## config.mk

```make
export PLATFORM = sky130hd
export DESIGN_NAME = cbpe_weights
export DESIGN_NICKNAME = d
export VERILOG_FILES = /design/src/hdl/cbpe_pkg.sv /design/src/hdl/cbpe_weights.sv
export SDC_FILE = /design/constraint.sdc
export NUM_CORES = 1
export LEC_CHECK = 0
export BUFFER_PORTS_ARGS = -buffer_cell sky130_fd_sc_hd__clkbuf_2
export CAP_MARGIN = 0
export CELL_PAD_IN_SITES_DETAIL_PLACEMENT = 0
export CELL_PAD_IN_SITES_GLOBAL_PLACEMENT = 1
export CORE_MARGIN = 2
export CORE_UTILIZATION = 35
export CTS_CLUSTER_SIZE = 12
export DETAILED_ROUTE_END_ITERATION = 6
export PLACE_DENSITY = 0.67
export SLEW_MARGIN = 10
export SYNTH_ARGS = -nofsm -noshare
export SYNTH_HDL_FRONTEND = slang
export SYNTH_SLANG_ARGS = --single-unit
export TNS_END_PERCENT = 100
```

## constraint.sdc

```tcl
create_clock -name clk -period 6.2 [get_ports clk]
set_input_delay 0.62 -clock clk [delete_from_list [all_inputs] [get_ports clk]]
set_output_delay 0.62 -clock clk [all_outputs]
set_load 0.005 [all_outputs]
```

## src/hdl/cbpe_pkg.sv

```systemverilog
// Package for the cubic Bezier point evaluator.
// Fixed-point widths, register indexes and the weight bundle type.
// No dependencies.
`default_nettype none

package cbpe_pkg;

  localparam int FRAC_BITS = 9;
  localparam int T_W       = 10;
  localparam int COORD_W   = 16;
  localparam int REG_IDX_W = 3;

  localparam int TT_W    = 2 * FRAC_BITS + 1;
  localparam int TTT_W   = 3 * FRAC_BITS + 2;
  localparam int TT3_W   = 2 * FRAC_BITS + 3;
  localparam int TTT3_W  = 3 * FRAC_BITS + 3;
  localparam int C_W     = FRAC_BITS + 2;
  localparam int W_W     = FRAC_BITS + 4;
  localparam int PROD_W  = W_W + COORD_W;
  localparam int ACC_W   = PROD_W + 2;

  localparam logic [T_W-1:0] T_ONE = T_W'(1 << FRAC_BITS);

  typedef enum logic [REG_IDX_W-1:0] {
    REG_P0_X = 3'd0,
    REG_P0_Y = 3'd1,
    REG_P1_X = 3'd2,
    REG_P1_Y = 3'd3,
    REG_P2_X = 3'd4,
    REG_P2_Y = 3'd5,
    REG_P3_X = 3'd6,
    REG_P3_Y = 3'd7
  } reg_idx_t;

  typedef struct packed {
    logic signed [W_W-1:0] w0;
    logic signed [W_W-1:0] w1;
    logic signed [W_W-1:0] w2;
    logic signed [W_W-1:0] w3;
  } weights_t;

endpackage

`default_nettype wire

```

## src/hdl/cbpe_weights.sv

```systemverilog
// Four-stage pipeline forming the Bernstein weights from t.
// Clamp, t^2, t^3, then the weight adds. Uses cbpe_pkg.
`default_nettype none

module cbpe_weights (
  input  wire logic                        clk,
  input  wire logic                        rst,
  input  wire logic                        in_valid,
  output logic                             in_ready,
  input  wire logic [cbpe_pkg::T_W-1:0]    t_in,
  output logic                             wt_valid,
  input  wire logic                        wt_ready,
  output cbpe_pkg::weights_t               wt
);

  logic v1, v2, v3, v4;
  logic en1, en2, en3, en4;

  logic [cbpe_pkg::T_W-1:0]    s1_t;
  logic [cbpe_pkg::T_W-1:0]    s2_t;
  logic [cbpe_pkg::TT_W-1:0]   s2_tt;
  logic [cbpe_pkg::TT_W-1:0]   s3_tt;
  logic [cbpe_pkg::TTT_W-1:0]  s3_ttt;
  cbpe_pkg::weights_t          s4_w;

  // t kept alongside t^3 for the linear term
  logic [cbpe_pkg::T_W-1:0] s3_tt_t;

  logic [cbpe_pkg::T_W-1:0]    t_clamp;
  logic [cbpe_pkg::TT3_W-1:0]  tt3;
  logic [cbpe_pkg::TTT3_W-1:0] ttt3;
  logic [cbpe_pkg::C_W-1:0]    c1, c2, c3, w3u;
  logic signed [cbpe_pkg::W_W-1:0] c1s, c2s, c3s, w3s;
  cbpe_pkg::weights_t          w_next;

  function automatic logic [cbpe_pkg::C_W-1:0] s3_t_x3(input logic [cbpe_pkg::T_W-1:0] t);
    logic [cbpe_pkg::C_W-1:0] te;
    te = cbpe_pkg::C_W'(t);
    return te + (te << 1);
  endfunction

  assign en4      = !v4 || wt_ready;
  assign en3      = !v3 || en4;
  assign en2      = !v2 || en3;
  assign en1      = !v1 || en2;
  assign in_ready = en1;
  assign wt_valid = v4;
  assign wt       = s4_w;

  assign t_clamp = (t_in > cbpe_pkg::T_ONE) ? cbpe_pkg::T_ONE : t_in;

  always_comb begin
    tt3  = cbpe_pkg::TT3_W'(s3_tt) + (cbpe_pkg::TT3_W'(s3_tt) << 1);
    ttt3 = cbpe_pkg::TTT3_W'(s3_ttt) + (cbpe_pkg::TTT3_W'(s3_ttt) << 1);
    c1   = cbpe_pkg::C_W'(s3_t_x3(s3_tt_t));
    c2   = tt3[cbpe_pkg::FRAC_BITS +: cbpe_pkg::C_W];
    c3   = ttt3[2 * cbpe_pkg::FRAC_BITS +: cbpe_pkg::C_W];
    w3u  = s3_ttt[2 * cbpe_pkg::FRAC_BITS +: cbpe_pkg::C_W];
    c1s  = signed'(cbpe_pkg::W_W'(c1));
    c2s  = signed'(cbpe_pkg::W_W'(c2));
    c3s  = signed'(cbpe_pkg::W_W'(c3));
    w3s  = signed'(cbpe_pkg::W_W'(w3u));
    w_next.w0 = signed'(cbpe_pkg::W_W'(cbpe_pkg::T_ONE)) + c2s - c1s - w3s;
    w_next.w1 = c3s - (c2s <<< 1) + c1s;
    w_next.w2 = c2s - c3s;
    w_next.w3 = w3s;
  end

  always_ff @(posedge clk) begin
    if (rst) begin
      v1 <= 1'b0;
      v2 <= 1'b0;
      v3 <= 1'b0;
      v4 <= 1'b0;
    end else begin
      if (en1) v1 <= in_valid;
      if (en2) v2 <= v1;
      if (en3) v3 <= v2;
      if (en4) v4 <= v3;
    end
  end

  always_ff @(posedge clk) begin
    if (en1) begin
      s1_t <= t_clamp;
    end
    if (en2) begin
      s2_t  <= s1_t;
      s2_tt <= cbpe_pkg::TT_W'(s1_t * s1_t);
    end
    if (en3) begin
      s3_tt_t <= s2_t;
      s3_tt   <= s2_tt;
      s3_ttt  <= cbpe_pkg::TTT_W'(s2_tt * s2_t);
    end
    if (en4) begin
      s4_w <= w_next;
    end
  end

endmodule

`default_nettype wire

```

==> impl_results.md <==
* Layout area overhead at 9.63%
* Worst skew pair latency at 0.48 ns
* Crit path largest cell delay at 0.73 ns
* Post-synth EDFFs at 141
* Clk root buf: clkbuf_16
* Starting DRT DRC Count at 361
* Placer Congestion at 0.814
* Synthesized flop and latch total at 145
* Die Span Y at 220 um
* Mean post-synth cell area at 10.3 sq um
* Routed length per instance at 14.6 um
* DRC at 0
* Min-delay src: rst
* Final Setup Violations at 0
* Critical path data arrival time at 6.01 ns
* Clock skew at 0.0146 ns
* Initial core utilization at 0.353
* Antenna cells at 0
* Reg2reg start: s2_t[5]$_DFFE_PP_
* DIE AREA at 0.0485 sq mm
* First-pass GRT wire length at 56100 um
* Max clock buf depth at 2
* Setup WS post-layout at 0.413 ns
* Synth warn at 0
* Main synth FF type: edfxtp_1
* Critical Path Fanout Max at 19
* Antenna violations before repair at 0
* Post_cts resized at 0
* Least-Margin Pin Slew at 1.03 ns
* Most used cell, CP: fa_1
* Port Buf Inserts at 65
* Post-Syn Area at 0.0164 sq mm
* Setup CP Type: register to register
* Synth cell types at 61
* GRT Total Usage at 0.148
* CP startpoint kind: register
* Hold WC Path Type: input port to register
* Crit. End Element: register
* Achievable Freq at 173 MHz
* CTS Hold Bufs at 0
* Layout cell share with drive strength beyond 1 at 0.0775
* Seq/Total Area, Yosys at 0.264
* Critical-path cell list: nand2_1 > fa_1 > inv_1 > fa_1 > fa_1 > fa_1 > inv_1 > fa_1 > inv_1 > ha_1 > a21o_1 > a21o_1 > a21oi_1 > o21ai_1 > a21oi_2 > o21ai_1 > a21oi_1 > nor2_1 > a211o_1
* Post-synth ARST share at 0
* Hpwl dp at 27300 um
* Post-CTS Setup Inserts at 0
* Final Hold Fails at 0
* Site Rows at 79
* Post-DRT Antenna Nets at 0
* CP Launch Point: s2_t[5]$_DFFE_PP_
* Drt via density at 4.68
* Vias in the first global route at 11400
* Via count at 10600
* CTS Sinks at 145
* Rel. slew slack at 0.314
* Area leader, netlist: edfxtp_1
* RSZ-0062 raised after global routing: false
* CTS tree: done
* DRT Pass-1 Iters at 4
* Largest net degree at the start of global routing at 56
* IO Count at 68
* Final critical-path share of the clock period at 0.933
* Num CTS Buffers at 17
* Die width at 220 um
* Critical path required time at 6.42 ns
* Cells after Synth at 1583
* Slowest CP cell: edfxtp_1
* Post-layout minimum cycle time at 5.79 ns
* Finished Core Util at 0.387
* Place WS at 0.447 ns
* Fin. max-slew vios at 0
* Core Area at 0.0464 sq mm
* Max Cap Viol at 0
* Synth area leaders: edfxtp_1 (26%), fa_1 (24%), ha_1 (16%)
* H-tree levels at 4
* Share of the synthesized area in the top cell type at 0.259
* Status: complete, no violations
* Worst-path clk slew at 0.06 ns
* GRT overflow at 0
* Final setup TNS at 0 ns
* Post-Route WL at 33000 um
* Final nets at 2057
==> metrics by stage <==
| step | hold WS [ns] | instances | instance area [sq um] |
|---|---|---|---|
| global route | 0.341 | 2259 | 17900 |
| finish | 0.357 | 2259 | 17900 |
| CTS | 0.318 | 2259 | 17900 |
| global placement | 0.439 | 2227 | 17400 |
| detailed placement | 0.449 | 2227 | 17400 |
| floorplan | 0.424 | 1589 | 16400 |
==> logic make-up after synthesis <==
| logic type | synth area share |
|---|---|
| AOI/OAI and AO/OA | 0.0940 |
| buffers and inverters | 0.0702 |
| other | 0.000459 |
| adders and majority gates | 0.401 |
| and+or+nand+nor | 0.116 |
| muxes | 0.000688 |
| DFF | 0.264 |
| xor gates and xnor gates | 0.0540 |
==> critical path: cells and delay by family, from the launching register on <==
kind / cells / cell delay (ns)
simple gates: 2 / 0.25
flops: 1 / 0.73
fa+ha+maj: 6 / 2.85
buf+inv: 3 / 0.14
compound gates: 8 / 1.54
==> layout by cell type (no fill, tap or decap), types with 4 or more instances in the layout <==
cell / count
nand2b_1: 8
nor2_1: 55
nor2b_1: 21
clkbuf_2: 65
o211ai_1: 4
clkbuf_16: 17
a21oi_2: 6
inv_1: 258
edfxtp_1: 141
a21o_1: 48
o21ai_1: 30
a31o_1: 4
xnor2_1: 66
and2_1: 100
o21ai_0: 12
conb_1: 8
clkinvlp_4: 4
nand2_1: 165
o21a_1: 10
and3_1: 6
fa_1: 200
inv_6: 5
o21bai_1: 8
nor3_1: 7
buf_4: 9
nand3_1: 12
dfxtp_1: 4
a21oi_1: 79
ha_1: 204
a31oi_1: 5
xor2_1: 35
nand4_1: 5
==> cell type report <==
type,count,area (sq um)
Sequential cell,145,4310
Multi-Input combinational cell,1141,10900
Clock buffer,17,425
Timing Repair Buffer,74,393
Inverter,260,977
Tap cell,607,759
Fill cell,4586,28400
Clock inverter,15,146
==> per-layer routing <==
| metal | global-route usage | share of wire | up-vias |
|---|---|---|---|
| met5 | 0 | 0 | - |
| met4 | 0.0483 | 0.017 | 0 |
| met3 | 0.0302 | 0.030 | 39 |
| met2 | 0.253 | 0.48 | 126 |
| met1 | 0.186 | 0.47 | 5126 |
| li1 | - | - | 5277 |
==> registers in the layout, indices dropped and copies added, names as in the netlist, 9 cells and up <==
name	flops
s1_t	10
s2_t	10
s2_tt	17
s3_tt	18
s3_tt_t	9
s3_ttt	28
wt	49
==> cells in the mapped netlist, drive strengths merged, types with 7 or more instances <==
| master | n |
|---|---|
| xnor2 | 66 |
| nand2b | 10 |
| and2 | 100 |
| a21o | 48 |
| o21bai | 8 |
| a21oi | 85 |
| nand3 | 12 |
| o21ai | 45 |
| inv | 259 |
| ha | 204 |
| nor2 | 55 |
| nor2b | 21 |
| xor2 | 35 |
| o21a | 10 |
| nor3 | 7 |
| clkbuf | 40 |
| edfxtp | 141 |
| fa | 200 |
| nand2 | 166 |
==> path summary, 6_finish.rpt <==
path	end	slack (ns)	depth (start not counted)
worst max register to register	s3_ttt[28]$_DFFE_PP_	0.41	19
worst min-delay path	wt_valid$_SDFFE_PP0P_	0.36	2
worst min register to register	v3$_SDFFE_PP0P_	0.46	2
worst max-delay path	s3_ttt[28]$_DFFE_PP_	0.41	19
Power is left out: the tool's default activity adds up to more than one toggle a clock period on the data nets, which glitch-free logic cannot reach.
